===== src/hw/rtl/nlm_pkg.sv =====
// ----------------------------------------------------------------------------
// nlm_pkg: shared types and codes for the node liveness monitor
// Item and result layouts, action and result-kind codes, and the
// command/status structs between the controller and the datapath.
// ----------------------------------------------------------------------------
package nlm_pkg;

    localparam int ACT_W  = 3;
    localparam int ID_W   = 8;
    localparam int VAL_W  = 8;
    localparam int KIND_W = 4;
    localparam int CNT_W  = 4;

    // Input actions (codes 5..7 are unused and ignored)
    localparam logic [ACT_W-1:0] ACT_REGISTER = 3'd0;
    localparam logic [ACT_W-1:0] ACT_REPORT   = 3'd1;
    localparam logic [ACT_W-1:0] ACT_PONG     = 3'd2;
    localparam logic [ACT_W-1:0] ACT_TICK     = 3'd3;
    localparam logic [ACT_W-1:0] ACT_COMMAND  = 3'd4;

    // Result kinds
    localparam logic [KIND_W-1:0] KIND_ACK      = 4'd0;
    localparam logic [KIND_W-1:0] KIND_PING     = 4'd1;
    localparam logic [KIND_W-1:0] KIND_CMD      = 4'd2;
    localparam logic [KIND_W-1:0] KIND_ONLINE   = 4'd3;
    localparam logic [KIND_W-1:0] KIND_OFFLINE  = 4'd4;
    localparam logic [KIND_W-1:0] KIND_STATE    = 4'd5;
    localparam logic [KIND_W-1:0] KIND_NOTFOUND = 4'd6;
    localparam logic [KIND_W-1:0] KIND_DONE     = 4'd7;
    localparam logic [KIND_W-1:0] KIND_BAD      = 4'd8;

    localparam logic [CNT_W-1:0] MISS_LIMIT_RST = 4'd3;
    localparam logic [CNT_W-1:0] CNT_MAX        = 4'hF;

    typedef struct packed {
        logic [ACT_W-1:0] action;
        logic [ID_W-1:0]  node_id;
        logic [VAL_W-1:0] value;
    } t_in_item;

    typedef struct packed {
        logic [KIND_W-1:0] kind;
        logic [ID_W-1:0]   node_id_out;
        logic [ID_W-1:0]   seq;
        logic [VAL_W-1:0]  payload;
        logic              last;
    } t_out_item;

    // Controller -> datapath
    typedef struct packed {
        logic load_item;    // capture the accepted item
        logic do_item;      // execute a non-tick item, emit its first result if it has one
        logic do_online;    // emit the online notice after a register
        logic sweep_start;  // clear the slot counter
        logic sweep_read;   // read the missed count of the current slot
        logic sweep_step;   // evaluate current slot, advance
        logic sweep_done;   // emit the sweep done marker
    } t_ctl_cmd;

    // Datapath -> controller
    typedef struct packed {
        logic             out_free;
        logic [ACT_W-1:0] action;
        logic             id_bad;
        logic             slot_online;
        logic             slot_last;
    } t_dp_sts;

endpackage


===== src/hw/rtl/nlm_ctrl.sv =====
// ----------------------------------------------------------------------------
// nlm_ctrl: sequencing state machine
// Dispatches each accepted item and walks the node slots on a keepalive tick.
// ----------------------------------------------------------------------------
module nlm_ctrl
    import nlm_pkg::*;
(
    input  logic     i_clk,
    input  logic     i_rst_n,
    input  logic     i_in_valid,
    output logic     o_in_ready,
    input  t_dp_sts  i_sts,
    output t_ctl_cmd o_cmd
);

    typedef enum logic [5:0] {
        ST_IDLE   = 6'b000001,
        ST_ITEM   = 6'b000010,
        ST_ONLINE = 6'b000100,
        ST_RD     = 6'b001000,
        ST_EV     = 6'b010000,
        ST_DONE   = 6'b100000
    } t_state;

    t_state r_state;
    t_state n_state;

    always_comb begin
        o_cmd      = '0;
        o_in_ready = 1'b0;
        n_state    = r_state;
        case (r_state)
            ST_IDLE: begin
                o_in_ready = 1'b1;
                if (i_in_valid) begin
                    o_cmd.load_item = 1'b1;
                    n_state         = ST_ITEM;
                end
            end
            ST_ITEM: begin
                if (i_sts.action == ACT_TICK) begin
                    o_cmd.sweep_start = 1'b1;
                    n_state           = ST_RD;
                end else if (i_sts.action > ACT_COMMAND) begin
                    n_state = ST_IDLE;
                end else if (i_sts.out_free) begin
                    o_cmd.do_item = 1'b1;
                    n_state = (i_sts.action == ACT_REGISTER && !i_sts.id_bad) ?
                              ST_ONLINE : ST_IDLE;
                end
            end
            ST_ONLINE: begin
                if (i_sts.out_free) begin
                    o_cmd.do_online = 1'b1;
                    n_state         = ST_IDLE;
                end
            end
            ST_RD: begin
                o_cmd.sweep_read = 1'b1;
                n_state          = ST_EV;
            end
            ST_EV: begin
                // offline slots are skipped without touching the output
                if (!i_sts.slot_online || i_sts.out_free) begin
                    o_cmd.sweep_step = 1'b1;
                    n_state          = i_sts.slot_last ? ST_DONE : ST_RD;
                end
            end
            ST_DONE: begin
                if (i_sts.out_free) begin
                    o_cmd.sweep_done = 1'b1;
                    n_state          = ST_IDLE;
                end
            end
            default: begin
                n_state = ST_IDLE;
            end
        endcase
    end

    always_ff @(posedge i_clk) begin
        if (!i_rst_n) begin
            r_state <= ST_IDLE;
        end else begin
            r_state <= n_state;
        end
    end

endmodule


===== src/hw/rtl/nlm_datapath.sv =====
// ----------------------------------------------------------------------------
// nlm_datapath: node tables, sequence counter and result register
// Known/online flags in flops, missed-ping counts in a small RAM that is
// only meaningful while the node is online (cleared on every go-online).
// ----------------------------------------------------------------------------
module nlm_datapath
    import nlm_pkg::*;
#(
    parameter int MAX_NODES = 16
) (
    input  logic             i_clk,
    input  logic             i_rst_n,
    input  t_ctl_cmd         i_cmd,
    output t_dp_sts          o_sts,
    input  t_in_item         i_in_item,
    input  logic             i_cfg_valid,
    input  logic [CNT_W-1:0] i_cfg_data,
    output logic             o_out_valid,
    input  logic             i_out_ready,
    output t_out_item        o_out_item
);

    localparam int SLOT_W = (MAX_NODES > 1) ? $clog2(MAX_NODES) : 1;
    localparam logic [ID_W-1:0]   MAX_ID    = ID_W'(MAX_NODES);
    localparam logic [SLOT_W-1:0] LAST_SLOT = SLOT_W'(MAX_NODES - 1);

    t_in_item               r_item;
    logic [MAX_NODES-1:0]   r_known;
    logic [MAX_NODES-1:0]   r_online;
    logic [MAX_NODES-1:0]   n_known;
    logic [MAX_NODES-1:0]   n_online;
    logic [SLOT_W-1:0]      r_slot;
    logic [CNT_W-1:0]       r_miss_rd;
    logic [CNT_W-1:0]       r_miss_mem [MAX_NODES];
    logic [ID_W-1:0]        r_seq;
    logic [CNT_W-1:0]       r_miss_limit;
    t_out_item              r_out;
    t_out_item              n_out;
    logic                   r_out_valid;

    logic                   emit;
    logic                   seq_adv;
    logic                   mem_we;
    logic [SLOT_W-1:0]      mem_wa;
    logic [CNT_W-1:0]       mem_wd;
    logic [SLOT_W-1:0]      item_slot;
    logic                   id_bad;
    logic                   item_known;
    logic                   slot_online;
    logic                   at_limit;
    logic [ID_W-1:0]        slot_id;

    assign item_slot   = SLOT_W'(r_item.node_id - ID_W'(1));
    assign id_bad      = (r_item.node_id == '0) || (r_item.node_id > MAX_ID);
    assign item_known  = r_known[item_slot];
    assign slot_online = r_online[r_slot];
    assign at_limit    = (r_miss_rd >= r_miss_limit);
    assign slot_id     = ID_W'(r_slot) + ID_W'(1);

    assign o_sts.out_free    = !r_out_valid || i_out_ready;
    assign o_sts.action      = r_item.action;
    assign o_sts.id_bad      = id_bad;
    assign o_sts.slot_online = slot_online;
    assign o_sts.slot_last   = (r_slot == LAST_SLOT);

    always_comb begin
        emit     = 1'b0;
        seq_adv  = 1'b0;
        mem_we   = 1'b0;
        mem_wa   = item_slot;
        mem_wd   = '0;
        n_known  = r_known;
        n_online = r_online;
        n_out    = '0;
        n_out.node_id_out = r_item.node_id;

        if (i_cmd.do_item) begin
            if (id_bad) begin
                emit       = 1'b1;
                n_out.kind = KIND_BAD;
                n_out.last = 1'b1;
            end else begin
                case (r_item.action)
                    ACT_REGISTER: begin
                        n_known[item_slot]  = 1'b1;
                        n_online[item_slot] = 1'b1;
                        mem_we      = 1'b1;
                        emit        = 1'b1;
                        seq_adv     = 1'b1;
                        n_out.kind  = KIND_ACK;
                        n_out.seq   = r_seq;
                    end
                    ACT_REPORT: begin
                        mem_we        = 1'b1;
                        emit          = 1'b1;
                        n_out.kind    = KIND_STATE;
                        n_out.payload = r_item.value;
                        n_out.last    = 1'b1;
                    end
                    ACT_PONG: begin
                        mem_we = 1'b1;
                        if (item_known) begin
                            n_online[item_slot] = 1'b1;
                        end
                    end
                    ACT_COMMAND: begin
                        emit       = 1'b1;
                        n_out.last = 1'b1;
                        if (item_known) begin
                            seq_adv       = 1'b1;
                            n_out.kind    = KIND_CMD;
                            n_out.seq     = r_seq;
                            n_out.payload = r_item.value;
                        end else begin
                            n_out.kind = KIND_NOTFOUND;
                        end
                    end
                    default: begin
                    end
                endcase
            end
        end

        if (i_cmd.do_online) begin
            emit       = 1'b1;
            n_out.kind = KIND_ONLINE;
            n_out.last = 1'b1;
        end

        if (i_cmd.sweep_step && slot_online) begin
            emit              = 1'b1;
            mem_we            = 1'b1;
            mem_wa            = r_slot;
            n_out.node_id_out = slot_id;
            if (at_limit) begin
                n_online[r_slot] = 1'b0;
                n_out.kind       = KIND_OFFLINE;
            end else begin
                // saturating missed-ping count
                mem_wd     = (r_miss_rd == CNT_MAX) ? r_miss_rd : r_miss_rd + CNT_W'(1);
                seq_adv    = 1'b1;
                n_out.kind = KIND_PING;
                n_out.seq  = r_seq;
            end
        end

        if (i_cmd.sweep_done) begin
            emit              = 1'b1;
            n_out.kind        = KIND_DONE;
            n_out.node_id_out = '0;
            n_out.last        = 1'b1;
        end
    end

    // control state
    always_ff @(posedge i_clk) begin
        if (!i_rst_n) begin
            r_known      <= '0;
            r_online     <= '0;
            r_seq        <= '0;
            r_miss_limit <= MISS_LIMIT_RST;
            r_out_valid  <= 1'b0;
        end else begin
            r_known  <= n_known;
            r_online <= n_online;
            if (seq_adv) begin
                r_seq <= r_seq + ID_W'(1);
            end
            if (i_cfg_valid) begin
                r_miss_limit <= i_cfg_data;
            end
            if (emit) begin
                r_out_valid <= 1'b1;
            end else if (i_out_ready) begin
                r_out_valid <= 1'b0;
            end
        end
    end

    // payload registers
    always_ff @(posedge i_clk) begin
        if (i_cmd.load_item) begin
            r_item <= i_in_item;
        end
        if (emit) begin
            r_out <= n_out;
        end
        if (i_cmd.sweep_start) begin
            r_slot <= '0;
        end else if (i_cmd.sweep_step) begin
            r_slot <= r_slot + SLOT_W'(1);
        end
    end

    // missed-count RAM, one write and one registered read port
    always_ff @(posedge i_clk) begin
        if (mem_we) begin
            r_miss_mem[mem_wa] <= mem_wd;
        end
        if (i_cmd.sweep_read) begin
            r_miss_rd <= r_miss_mem[r_slot];
        end
    end

    assign o_out_valid = r_out_valid;
    assign o_out_item  = r_out;

endmodule


===== src/hw/rtl/node_liveness_monitor_unit.sv =====
// ----------------------------------------------------------------------------
// node_liveness_monitor_unit: per-node heartbeat / keepalive tracker
// Tracks known, online and missed-ping state per node slot and emits
// ack, ping and cmd notices stamped with an 8-bit sequence number, and status notices.
// ----------------------------------------------------------------------------
//
//  Channel | Direction | Handshake                 | Payload
//  --------+-----------+---------------------------+---------------------------
//  in      | input     | i_in_valid / o_in_ready   | i_in_item  (t_in_item)
//  out     | output    | o_out_valid / i_out_ready | o_out_item (t_out_item)
//  cfg     | input     | i_cfg_valid / o_cfg_ready | i_cfg_data (miss limit)
//
// Flow: one item at a time. Register, report, pong and command items are
//   executed in the item state; a register with a valid id then emits its online
//   notice. A keepalive tick walks every node slot (registered read of the
//   missed-count RAM, then evaluate/write back) and then emits the done marker.
// Reset: synchronous, active low; clears the node flags, the sequence counter
//   and the output valid flag and sets the miss limit to 3. No clearing pass.
// Stalls: results sit in a single output register; the sequencer waits on it
//   before any non-tick item of a valid action (a pong too, though it places
//   nothing), the online notice, each online-slot sweep result and done marker.
// The cfg port is always ready, not gated: write the miss limit only while idle.
//
module node_liveness_monitor_unit
    import nlm_pkg::*;
#(
    parameter int MAX_NODES = 16
) (
    input  logic             i_clk,
    input  logic             i_rst_n,
    // item transfers
    input  logic             i_in_valid,
    output logic             o_in_ready,
    input  t_in_item         i_in_item,
    // result transfers
    output logic             o_out_valid,
    input  logic             i_out_ready,
    output t_out_item        o_out_item,
    // miss limit register
    input  logic             i_cfg_valid,
    output logic             o_cfg_ready,
    input  logic [CNT_W-1:0] i_cfg_data
);

    t_ctl_cmd ctl_cmd;
    t_dp_sts  dp_sts;

    // register write takes effect at the transfer edge, never stalls
    assign o_cfg_ready = 1'b1;

    // Sequencer: dispatch of items and the slot walk of a tick
    nlm_ctrl u_ctrl (
        .i_clk      (i_clk),
        .i_rst_n    (i_rst_n),
        .i_in_valid (i_in_valid),
        .o_in_ready (o_in_ready),
        .i_sts      (dp_sts),
        .o_cmd      (ctl_cmd)
    );

    // Node tables, sequence counter and the result register
    nlm_datapath #(
        .MAX_NODES (MAX_NODES)
    ) u_datapath (
        .i_clk       (i_clk),
        .i_rst_n     (i_rst_n),
        .i_cmd       (ctl_cmd),
        .o_sts       (dp_sts),
        .i_in_item   (i_in_item),
        .i_cfg_valid (i_cfg_valid),
        .i_cfg_data  (i_cfg_data),
        .o_out_valid (o_out_valid),
        .i_out_ready (i_out_ready),
        .o_out_item  (o_out_item)
    );

endmodule


===== config.mk =====
export PLATFORM = sky130hd
export DESIGN_NAME = node_liveness_monitor_unit
export DESIGN_NICKNAME = d
export VERILOG_FILES = /design/src/hw/rtl/nlm_pkg.sv /design/src/hw/rtl/nlm_ctrl.sv /design/src/hw/rtl/nlm_datapath.sv /design/src/hw/rtl/node_liveness_monitor_unit.sv
export SDC_FILE = /design/constraint.sdc
export NUM_CORES = 1
export LEC_CHECK = 0
export ABC_AREA = 1
export CAP_MARGIN = 25
export CORE_MARGIN = 1
export CORE_UTILIZATION = 30
export DETAILED_ROUTE_END_ITERATION = 8
export DONT_BUFFER_PORTS = 1
export GPL_TIMING_DRIVEN = 0
export PLACE_DENSITY_LB_ADDON = 0.12
export SYNTH_ARGS = -nofsm -noshare
export SYNTH_HDL_FRONTEND = slang
export SYNTH_SLANG_ARGS = --single-unit

===== constraint.sdc =====
create_clock -name i_clk -period 5.8 [get_ports i_clk]
set_input_delay 0 -clock i_clk [delete_from_list [all_inputs] [get_ports i_clk]]
set_output_delay 0 -clock i_clk [all_outputs]
set_load 0.005 [all_outputs]

==> results of run 1 <==
-- cell families after synthesis --
family,Yosys count
and+or+nand+nor,392
DFF,171
AOI/OAI and AO/OA,137
buffers and inverters,120
adders and majority gates,14
xor gates and xnor gates,9
other,1
-- cells in the mapped netlist, types with 2 or more instances --
cell and count:
nand2_2 3, xor2_1 9, nand4_1 16, o22ai_1 19
inv_1 75, dfxtp_1 55, buf_2 7, inv_2 10
nand4_2 2, buf_6 6, nor2_2 8, buf_4 4
o211ai_1 6, nand3_2 2, nand3b_1 2, o21ai_0 50
and3_1 9, a21oi_1 49, clkbuf_1 16, nand2_1 159
edfxtp_1 116, nor2_1 126, a31oi_1 8, or2_2 3
nand3_1 50, nor3_1 5, o21ai_2 2, nor4_1 2
ha_1 14, o2111ai_1 2
-- layer usage --
metal / vias up / share of wire [%]
li1: 2960 / -
met1: 2740 / 48
met2: 106 / 47
met3: 25 / 3.2
met4: 0 / 1.8
met5: - / 0
-- final timing paths --
kind                                start                     endpoint  cells after the start
hold reg to reg   u_datapath.r_online[11]      u_datapath.r_online[11]                      2
hold / removal                    i_rst_n   u_datapath.r_miss_limit[0]                      2
setup reg to reg     u_datapath.r_item[8]  u_datapath.r_miss_mem[4][0]                     14
setup / recovery     u_datapath.r_item[8]  u_datapath.r_miss_mem[4][0]                     14
-- power by group through the flow --
stage / Clock [mW] / Sequential [mW] / Combinational (mW)
after floorplan: 0 / 1.39 / 0.204
after global placement: 0 / 1.40 / 0.294
after detailed placement: 0 / 1.40 / 0.293
after CTS: 1.19 / 1.37 / 0.311
after global routing: 1.23 / 1.38 / 0.344
final: 1.16 / 1.37 / 0.307
-- metrics by stage --
step	hold WS, ps	instances	util [%]	area [um2]
final	41.4	1234	36.1	9160
after detailed placement	99.0	1176	32.7	8300
after global routing	60.4	1234	36.1	9160
after global placement	98.9	1174	32.5	8260
after floorplan	98.9	844	-	7850
after CTS	54.8	1234	36.1	9160
-- area by class of cell --
type                       count  area share [%]
sequential                   171            50.0
multi-input combinational    553            30.2
timing repair buffer          28            3.09
buffer                        33            2.10
inverter                      87            3.59
clock buffer                  20            5.23
tap                          330            4.51
clock inverter                12            1.27
-- critical path, stage by stage (launching register included) --
cell      delay, ps
edfxtp_1        440
buf_4           200
inv_2            80
ha_1            330
nand3_1         160
nand2_1          80
nand2_1          50
nor2_1          280
nand2_2         140
inv_2            90
buf_6           130
nand2_1          70
nand2_2         110
nand3_1         250
nor2_1          390
-- state kept, by name, indices dropped and copies added, names as in the netlist, 4 cells and up --
| name | cells |
|---|---|
| u_datapath.o_out_item | 29 |
| u_datapath.r_slot | 4 |
| u_datapath.r_miss_rd | 4 |
| u_datapath.r_seq | 8 |
| u_ctrl.r_state | 6 |
| u_datapath.r_known | 16 |
| u_datapath.r_online | 16 |
| u_datapath.r_miss_limit | 4 |
| u_datapath.r_item | 16 |
| u_datapath.r_miss_mem | 64 |
==> impl_metrics.py, run 1 <==
metrics = {
    "status": {
        "outcome": "finished clean",
    },
    "global_routing": {
        "grt_pass1_wl_um": 32800,
        "met3_usage_pct": 3.13,
        "grt_pass1_vias": 5810,
        "track_usage_pct": 16.3,
        "grt_use_met1_pct": 21.6,
        "antenna_found_initial": 0,
        "top_usage_layer": "met2",
        "grt_max_degree": 31,
        "grtUsageMet2_pct": 26.5,
        "grt-ovfl-total": 0,
    },
    "placement": {
        "place.gp.congestion": 0.800,
        "dpl.hpwl_um": 15200,
        "place_ws_ps": 2630,
        "port_buffers": 0,
    },
    "cts": {
        "cts_tree": "built",
        "clk_latency_ps": 440,
        "clock-sinks": 171,
        "cts_max_level": 4,
        "cts_buffer_depth": 2,
        "cts_buffers": 17,
        "ctsResizeCount": 0,
        "clockRootBuffer": "clkbuf_16",
        "post_cts_buffers": 0,
        "holdBufCountCts": 26,
        "clk_pin_slew_ps": 80,
    },
    "cells_and_area": {
        "antennaDiodeCount": 0,
        "final_cell_mix": "nand2_1 (159), nor2_1 (126), edfxtp_1 (116)",
        "final-seq-area_um2": 4580,
        "fin_nets": 933,
        "syn2layout_area_growth_pct": 16.7,
        "nFillCells": 2622,
        "layout_commonest_cell": "nand2_1",
        "drive_gt1_share_pct": 9.96,
        "multiInputGateArea_um2": 2760,
    },
    "synth": {
        "synth_compound_area_share_pct": 9.58,
        "synth.avg_cell_area_um2": 9.30,
        "yosys.area_share.simple_pct": 22.1,
        "syn_nets": 886,
        "yosysSeqAreaShare_pct": 58.4,
        "netlist_top_cells_area": "edfxtp_1 (44%), dfxtp_1 (14%), nand2_1 (7.6%), nor2_1 (6.0%), inv_1 (3.6%)",
        "synth_top_cell_by_area": "edfxtp_1",
        "syn_inst": 844,
        "synthMuxAreaShare_pct": 0,
        "yosysUniqueCellTypes": 39,
        "synth_flop_cell": "edfxtp_1",
        "synth-seq-cells": 171,
        "synth_top_family_by_area": "simple AND/OR/NAND/NOR gates",
        "synth_top_cell_area_share_pct": 44.4,
        "yosysWarnings": 0,
        "syn-cell-area_um2": 7850,
        "synth-xor-area-share_pct": 1.00,
        "async_flop_share_pct": 0,
        "synth_edf_count": 116,
        "synth_adder_area_share_pct": 2.23,
    },
    "timing": {
        "skew_ps": 17.3,
        "maxSlewViolCount": 0,
        "period_minus_slack_ps": 3150,
        "slew_headroom_pct": 37.5,
        "min_period_over_period_pct": 54.4,
        "hold_violations": 0,
        "tns_ps": 0,
        "worst_pin_slew_ps": 938,
        "setup_viol": 0,
        "setup_slack_ps": 2650,
        "max_freq_mhz": 317,
        "rsz0062_at_grt": "false",
    },
    "power_and_ir_drop": {
        "power_switching_mw": 0.788,
        "seq_power_share_pct": 48.4,
        "total_power_mw": 2.84,
        "power.leakage_nw": 3.38,
        "clkPwrFrac_pct": 40.8,
        "cellPowerDensity_nw_per_um2": 310,
        "swShare_pct": 27.8,
        "internal-power_mw": 2.05,
        "comb_power_share_pct": 10.8,
        "ir_drop_v": 0.000161,
    },
    "routing": {
        "vias": 5831,
        "drc": 0,
        "postRouteAntennaNets": 0,
        "wire_per_inst_um": 16.8,
        "firstDrtPassIters": 5,
        "wl_um": 20800,
        "drt_iter0_markers": 357,
        "viasPerCell": 4.73,
    },
    "floorplan": {
        "initial_core_util_pct": 30.9,
        "die_h_um": 164,
        "die_w_um": 164,
        "ios": 60,
        "fp-row-count": 58,
        "dieArea_um2": 26800,
        "core_area_um2": 25400,
    },
    "setup_path": {
        "critPathRequiredTime_ps": 5890,
        "cp-start-kind": "register",
        "crit_path_max_fanout": 10,
        "path_class": "register to register",
        "cp.arrival_ps": 3240,
        "critPathCaptureType": "register",
        "r2r_slack_ps": 2650,
    },
    "hold_path": {
        "hp-class": "input pin to register",
    },
    "run": {
        "timing.max_cap.violations": 0,
    },
}
Note: power is estimated with default switching activity, not from simulation.
==> inputs of run 2 (changes only) <==
--- a/config.mk
+++ b/config.mk
@@ -5,7 +5,7 @@
 export SDC_FILE = /design/constraint.sdc
 export NUM_CORES = 1
 export LEC_CHECK = 0
-export ABC_AREA = 1
+export ABC_AREA = 0
 export CAP_MARGIN = 25
 export CORE_MARGIN = 1
 export CORE_UTILIZATION = 30
==> constraint.sdc (replaced) <==
create_clock -name i_clk -period 3.25 [get_ports i_clk]
set_input_delay 0 -clock i_clk [delete_from_list [all_inputs] [get_ports i_clk]]
set_output_delay 0 -clock i_clk [all_outputs]
set_load 0.005 [all_outputs]
==> run 2 against run 1 <==
Effect of this change: non-clock buffer count is 8 higher; largest power group unchanged; critical path depth is 6 lower; die area is 3.4% lower; count of clock-buffer cells in the layout is 3 lower; combinational power is 62% higher; cell area is 1.0% lower; highest routed layer unchanged.
==> impl_metrics.py, run 2 <==
metrics = {
    "floorplan": {
        "ios": 60,
        "core_area_um2": 24500,
        "dieArea_um2": 25900,
        "initial_core_util_pct": 30.9,
        "die_h_um": 161,
        "fp-row-count": 57,
        "die_w_um": 161,
    },
    "timing": {
        "skew_ps": 9.86,
        "slew_headroom_pct": 35.6,
        "setup_viol": 0,
        "tns_ps": 0,
        "min_period_over_period_pct": 95.1,
        "worst_pin_slew_ps": 962,
        "hold_violations": 0,
        "max_freq_mhz": 323,
        "maxSlewViolCount": 0,
        "period_minus_slack_ps": 3090,
        "rsz0062_at_grt": "false",
    },
    "synth": {
        "synthMuxAreaShare_pct": 9.49,
        "synth.avg_cell_area_um2": 12.5,
        "syn-cell-area_um2": 7580,
        "netlist_top_cells_area": "edfxtp_1 (46%), dfxtp_1 (15%), mux4_2 (7.7%), nor2_1 (3.3%), a21oi_1 (2.5%)",
        "synth_edf_count": 116,
        "async_flop_share_pct": 0,
        "synth_top_cell_area_share_pct": 45.9,
        "synth-seq-cells": 171,
        "synth_adder_area_share_pct": 2.44,
        "synth_top_cell_by_area": "edfxtp_1",
        "yosys.area_share.simple_pct": 13.2,
        "synth_most_common_cell": "edfxtp_1",
        "syn_inst": 607,
        "yosysUniqueCellTypes": 63,
        "syn_nets": 649,
        "synth_flop_cell": "edfxtp_1",
        "synth_top_family_by_area": "simple AND/OR/NAND/NOR gates",
        "synth_compound_area_share_pct": 10.5,
        "yosysWarnings": 0,
        "synth_common_cells": "edfxtp_1 (116), nor2_1 (67), dfxtp_1 (55)",
        "synth-xor-area-share_pct": 1.39,
        "yosysSeqAreaShare_pct": 60.5,
    },
    "placement": {
        "place.gp.congestion": 0.815,
        "placed_area_um2": 8060,
        "dpl.hpwl_um": 13300,
        "port_buffers": 0,
    },
    "global_routing": {
        "grt_max_degree": 20,
        "grt_pass1_vias": 5077,
        "grt-ovfl-total": 0,
        "track_usage_pct": 14.9,
        "grt_pass1_wl_um": 29300,
        "antenna_found_initial": 0,
    },
    "setup_path": {
        "r2r_slack_ps": 160,
        "critPathRequiredTime_ps": 3340,
        "cp-start-kind": "register",
        "crit_path_max_fanout": 10,
        "r2r-start": "u_datapath.r_slot[2]",
        "cp.arrival_ps": 3180,
        "rr_endpoint": "u_datapath.r_miss_mem[10][2]",
        "rr_worst_depth": 8,
        "path_class": "register to register",
        "critPathCaptureType": "register",
    },
    "power_and_ir_drop": {
        "cellPowerDensity_nw_per_um2": 534,
        "clkPwrFrac_pct": 40.6,
        "power.leakage_nw": 2.78,
        "swShare_pct": 26.6,
        "seq_power_share_pct": 49.2,
        "comb_power_share_pct": 10.3,
        "internal-power_mw": 3.55,
        "ir_drop_v": 0.000398,
        "power_switching_mw": 1.29,
    },
    "cells_and_area": {
        "largest-register": "u_datapath.r_miss_mem",
        "layout_commonest_cell": "edfxtp_1",
        "fin_area_um2": 9060,
        "drive_gt1_share_pct": 17.9,
        "final_cell_mix": "edfxtp_1 (116), nor2_1 (62), dfxtp_1 (53)",
        "fin_nets": 706,
        "antennaDiodeCount": 0,
        "largest_register_ffs": 64,
        "syn2layout_area_growth_pct": 19.6,
    },
    "hold_path": {
        "min_from": "i_rst_n",
        "hp-class": "input pin to register",
        "min_to": "u_datapath.r_miss_limit[0]",
        "worstHoldPathCells": 2,
    },
    "cts": {
        "cts_buffers": 17,
        "cts_max_level": 4,
        "cts_buffer_depth": 2,
        "clk_pin_slew_ps": 70,
        "clk_latency_ps": 430,
        "cts_tree": "built",
        "clock-sinks": 171,
        "clockRootBuffer": "clkbuf_16",
    },
    "run": {
        "timing.max_cap.violations": 0,
    },
    "routing": {
        "drc": 0,
        "viasPerCell": 5.07,
        "drt_iter0_markers": 272,
        "wire_per_inst_um": 18.5,
        "wl_um": 18500,
        "firstDrtPassIters": 5,
        "vias": 5080,
        "postRouteAntennaNets": 0,
    },
    "status": {
        "outcome": "finished clean",
    },
}
run 2: worst max path at each step:
stage          cells past startpoint                      endpoint                 start
3_5_place_dp                       8  u_datapath.r_miss_mem[10][1]  u_datapath.r_slot[2]
3_3_place_gp                       9     u_datapath.o_out_item[10]  u_datapath.r_item[8]
5_1_grt                            8  u_datapath.r_miss_mem[10][1]  u_datapath.r_slot[2]
4_1_cts                            8   u_datapath.r_miss_mem[2][3]  u_datapath.r_slot[3]
6_report                           8  u_datapath.r_miss_mem[10][2]  u_datapath.r_slot[2]
2_1_floorplan                      4      u_datapath.o_out_item[0]     u_ctrl.r_state[3]
run 2: what timing repair did:
action,in CTS,in global routing
cloned,0,0
setup buffers,0,3
endpoints found under the hold margin,29,0
setup endpoints to repair,72,128
pin swaps,0,2
gates resized for setup,9,19
hold buffers,31,0
run 2: per-stage QoR:
step | hold slack (ps) | instances | power (mW) | utilization (%) | setup WS, ps
finish | 29.7 | 1001 | 4.85 | 36.9 | 158
CTS | 16.5 | 999 | 4.90 | 36.5 | -3.71
detailed placement | 98.9 | 936 | 2.89 | 32.9 | -248
floorplan | 98.9 | 607 | 2.75 | - | -103
global route | 26.5 | 1001 | 5.03 | 36.9 | 3.76
global placement | 98.9 | 931 | 2.88 | 32.7 | -867
run 2: area by class of cell:
class	count	area, um2
clock inverter	15	139
tap	324	405
multi-input combinational	391	2930
timing repair buffer	39	372
clock buffer	17	425
sequential	171	4590
fill	2404	15500
inverter	14	52.6
buffer	30	150
run 2: cells by family (layout without fill, tap and decap cells):
logic type                 Yosys count  after routing
xor gates and xnor gates            12             12
muxes                               39             39
adders and majority gates           15             15
and+or+nand+nor                    197            197
other                                1              1
buffers and inverters               45            115
AOI/OAI and AO/OA                  127            127
DFF                                171            171
run 2: worst max-delay path: stages (launching register included):
cell and delay (ps):
dfxtp_1 310, buf_2 250, mux4_2 570, nor2_1 140, a211oi_2 90, o21ai_2 470, clkbuf_1 400, a21oi_1 160
o22ai_2 340
run 2: routing by layer:
| layer | vias up | GRT usage [%] | share of wire (%) |
|---|---|---|---|
| met3 | 17 | 3.20 | 3.9 |
| met2 | 113 | 24.4 | 49 |
| met1 | 2532 | 19.8 | 46 |
| met4 | 0 | 4.29 | 1.2 |
| li1 | 2418 | - | - |
| met5 | - | 0 | 0 |
run 2: power groups by stage:
stage	Clock, mW	Sequential (mW)	Combinational [mW]
floorplan	0	2.42	0.331
global placement	0	2.43	0.452
detailed placement	0	2.43	0.456
CTS	2.02	2.38	0.491
global route	2.10	2.39	0.546
finish	1.96	2.38	0.498
==> inputs of run 3 (changes only) <==
--- a/config.mk
+++ b/config.mk
@@ -7,6 +7,7 @@
 export LEC_CHECK = 0
 export ABC_AREA = 0
 export CAP_MARGIN = 25
+export CORE_ASPECT_RATIO = 1.5
 export CORE_MARGIN = 1
 export CORE_UTILIZATION = 30
 export DETAILED_ROUTE_END_ITERATION = 8
==> run 3 against run 2 <==
Effect of this change: power decreased by 0.15%; global-route usage increased by 1.3 points; sequential share of layout area decreased by 0.29 points; setup slack got worse by 26 ps; final cell count increased by 0.30%; critical endpoint is now u_datapath.r_miss_mem[2][2]; largest power group unchanged.
==> impl_metrics.py, run 3 (synthesized netlist as in run 2, its figures left out) <==
metrics = {
    "placement": {
        "place_ws_ps": -347,
        "place.gp.congestion": 0.827,
        "placed_area_um2": 8080,
        "port_buffers": 0,
        "dpl.hpwl_um": 14500,
        "dpl.cell_count": 937,
    },
    "timing": {
        "rsz0062_at_grt": "false",
        "slew_headroom_pct": 41.1,
        "setup_slack_ps": 131,
        "period_minus_slack_ps": 3120,
        "min_period_over_period_pct": 96.0,
        "hold_violations": 0,
        "setup_viol": 0,
        "maxSlewViolCount": 0,
        "skew_ps": 11.4,
        "max_freq_mhz": 321,
        "worst_pin_slew_ps": 880,
    },
    "cells_and_area": {
        "fin_util_pct": 37.0,
        "layout_commonest_cell": "edfxtp_1",
        "final_cells": 1004,
        "syn2layout_area_growth_pct": 20.3,
        "drive_gt1_share_pct": 17.8,
        "nFillCells": 2372,
        "largest-register": "u_datapath.r_miss_mem",
        "fin_area_um2": 9120,
        "multiInputGateArea_um2": 2940,
        "fin_nets": 709,
        "final_cell_mix": "edfxtp_1 (116), nor2_1 (64), dfxtp_1 (53)",
        "antennaDiodeCount": 0,
        "largest_register_ffs": 64,
        "final-seq-area_um2": 4590,
    },
    "setup_path": {
        "cp-start-kind": "register",
        "cp.arrival_ps": 3270,
        "crit_chain": "clkbuf_8 > inv_2 > ha_1 > clkbuf_8 > nor3b_2 > xnor2_2 > nand4_1 > or3_1 > nand2b_1 > a22oi_2 > buf_4",
        "critPathCaptureType": "register",
        "worst-path-buf-inv": 4,
        "critPathSlowestCell": "or3_1",
        "critPathMaxStageDelay_ps": 520,
        "r2r-start": "u_datapath.r_item[8]",
        "rr_worst_depth": 11,
        "rr_endpoint": "u_datapath.r_miss_mem[2][2]",
        "critPathCapture": "u_datapath.r_miss_mem[2][2]",
        "cp.depth": 11,
        "cpMostUsedCell": "clkbuf_8",
        "r2r_slack_ps": 130,
        "cp-startpoint": "u_datapath.r_item[8]",
        "path_class": "register to register",
        "critPathTopFamily": "simple AND/OR/NAND/NOR gates",
        "crit_path_max_fanout": 9,
        "critPathRequiredTime_ps": 3400,
    },
    "routing": {
        "wire_per_inst_um": 19.8,
        "drt_iter0_markers": 293,
        "vias": 5131,
        "viasPerCell": 5.11,
        "wl_um": 19900,
        "firstDrtPassIters": 4,
        "drc": 0,
        "postRouteAntennaNets": 0,
    },
    "cts": {
        "clockRootBuffer": "clkbuf_16",
        "clk_latency_ps": 440,
        "cts_buffer_depth": 2,
        "cts_tree": "built",
        "clock-sinks": 171,
        "clk_pin_slew_ps": 70,
        "cts_max_level": 4,
        "cts_buffers": 17,
    },
    "floorplan": {
        "core_area_um2": 24600,
        "die_w_um": 132,
        "die_h_um": 197,
        "fp-row-count": 70,
        "initial_core_util_pct": 30.8,
        "dieArea_um2": 25900,
        "ios": 60,
    },
    "hold_path": {
        "hp-class": "input pin to register",
    },
    "global_routing": {
        "grt_pass1_vias": 5569,
        "grt-ovfl-total": 0,
        "grt_pass1_wl_um": 31400,
        "grt_max_degree": 20,
        "track_usage_pct": 16.2,
        "antenna_found_initial": 0,
    },
    "status": {
        "outcome": "finished clean",
    },
    "run": {
        "timing.max_cap.violations": 0,
    },
    "power_and_ir_drop": {
        "total_power_mw": 4.84,
        "power.leakage_nw": 2.79,
        "cellPowerDensity_nw_per_um2": 531,
        "ir_drop_v": 0.000386,
    },
}
-- run 3: worst min path at each step --
stage / start / end / slack (ps) / depth (start not counted)
after floorplan: i_in_item[16] / u_datapath.o_sts[3] / 100 / 0
after global placement: i_in_item[8] / u_datapath.r_item[8] / 100 / 0
after detailed placement: i_in_item[5] / u_datapath.r_item[5] / 100 / 0
after CTS: i_rst_n / u_datapath.o_out_valid / 40 / 2
after global routing: i_rst_n / u_datapath.o_out_valid / 80 / 2
final: i_rst_n / u_datapath.r_seq[1] / 70 / 3
-- run 3: area by class of cell --
type / instances / share of cell area [%]
plain buffers: 30 / 1.66
clock buffers: 17 / 4.67
clock inverters: 15 / 1.40
inverters: 14 / 0.576
multi-input cells: 391 / 32.2
flip-flops and latches: 171 / 50.3
well taps: 324 / 4.45
repair buffers: 42 / 4.71
-- run 3: tightest hold or removal path: stages --
cell and delay (ps):
clkbuf_1 260, nand2_1 140, o21ai_0 50
-- run 3: metrics by stage --
step	hold WS, ps	setup TNS [ps]
CTS	42.9	-116
finish	73.1	0
global route	81.6	0
global placement	98.9	-72820
detailed placement	98.9	-10740
floorplan	98.9	-2990
-- run 3: repair_timing --
item | 4_1_cts | 5_1_grt
setup endpoints to repair | 69 | 94
buffers inserted | 0 | 2
hold buffers | 32 | 1
pin swaps | 0 | 2
hold endpoints to repair | 30 | 1
resized for setup | 17 | 13
-- run 3: report_power, final --
group | internal, mW | switching [mW] | leakage [nW] | total (mW)
Clock | 1.05 | 0.880 | 0.260 | 1.93
Sequential | 2.35 | 0.0304 | 1.37 | 2.38
Combinational | 0.190 | 0.332 | 1.16 | 0.522
Total | 3.59 | 1.24 | 2.79 | 4.84
-- run 3: metal layers --
layer	GRT usage [%]	vias up	wire length (um)	share of wire [%]
li1	-	2402	-	-
met1	16.2	2549	7310	37
met2	31.3	153	11300	57
met3	3.32	27	743	3.7
met4	8.48	0	510	2.6
met5	0	-	0	0
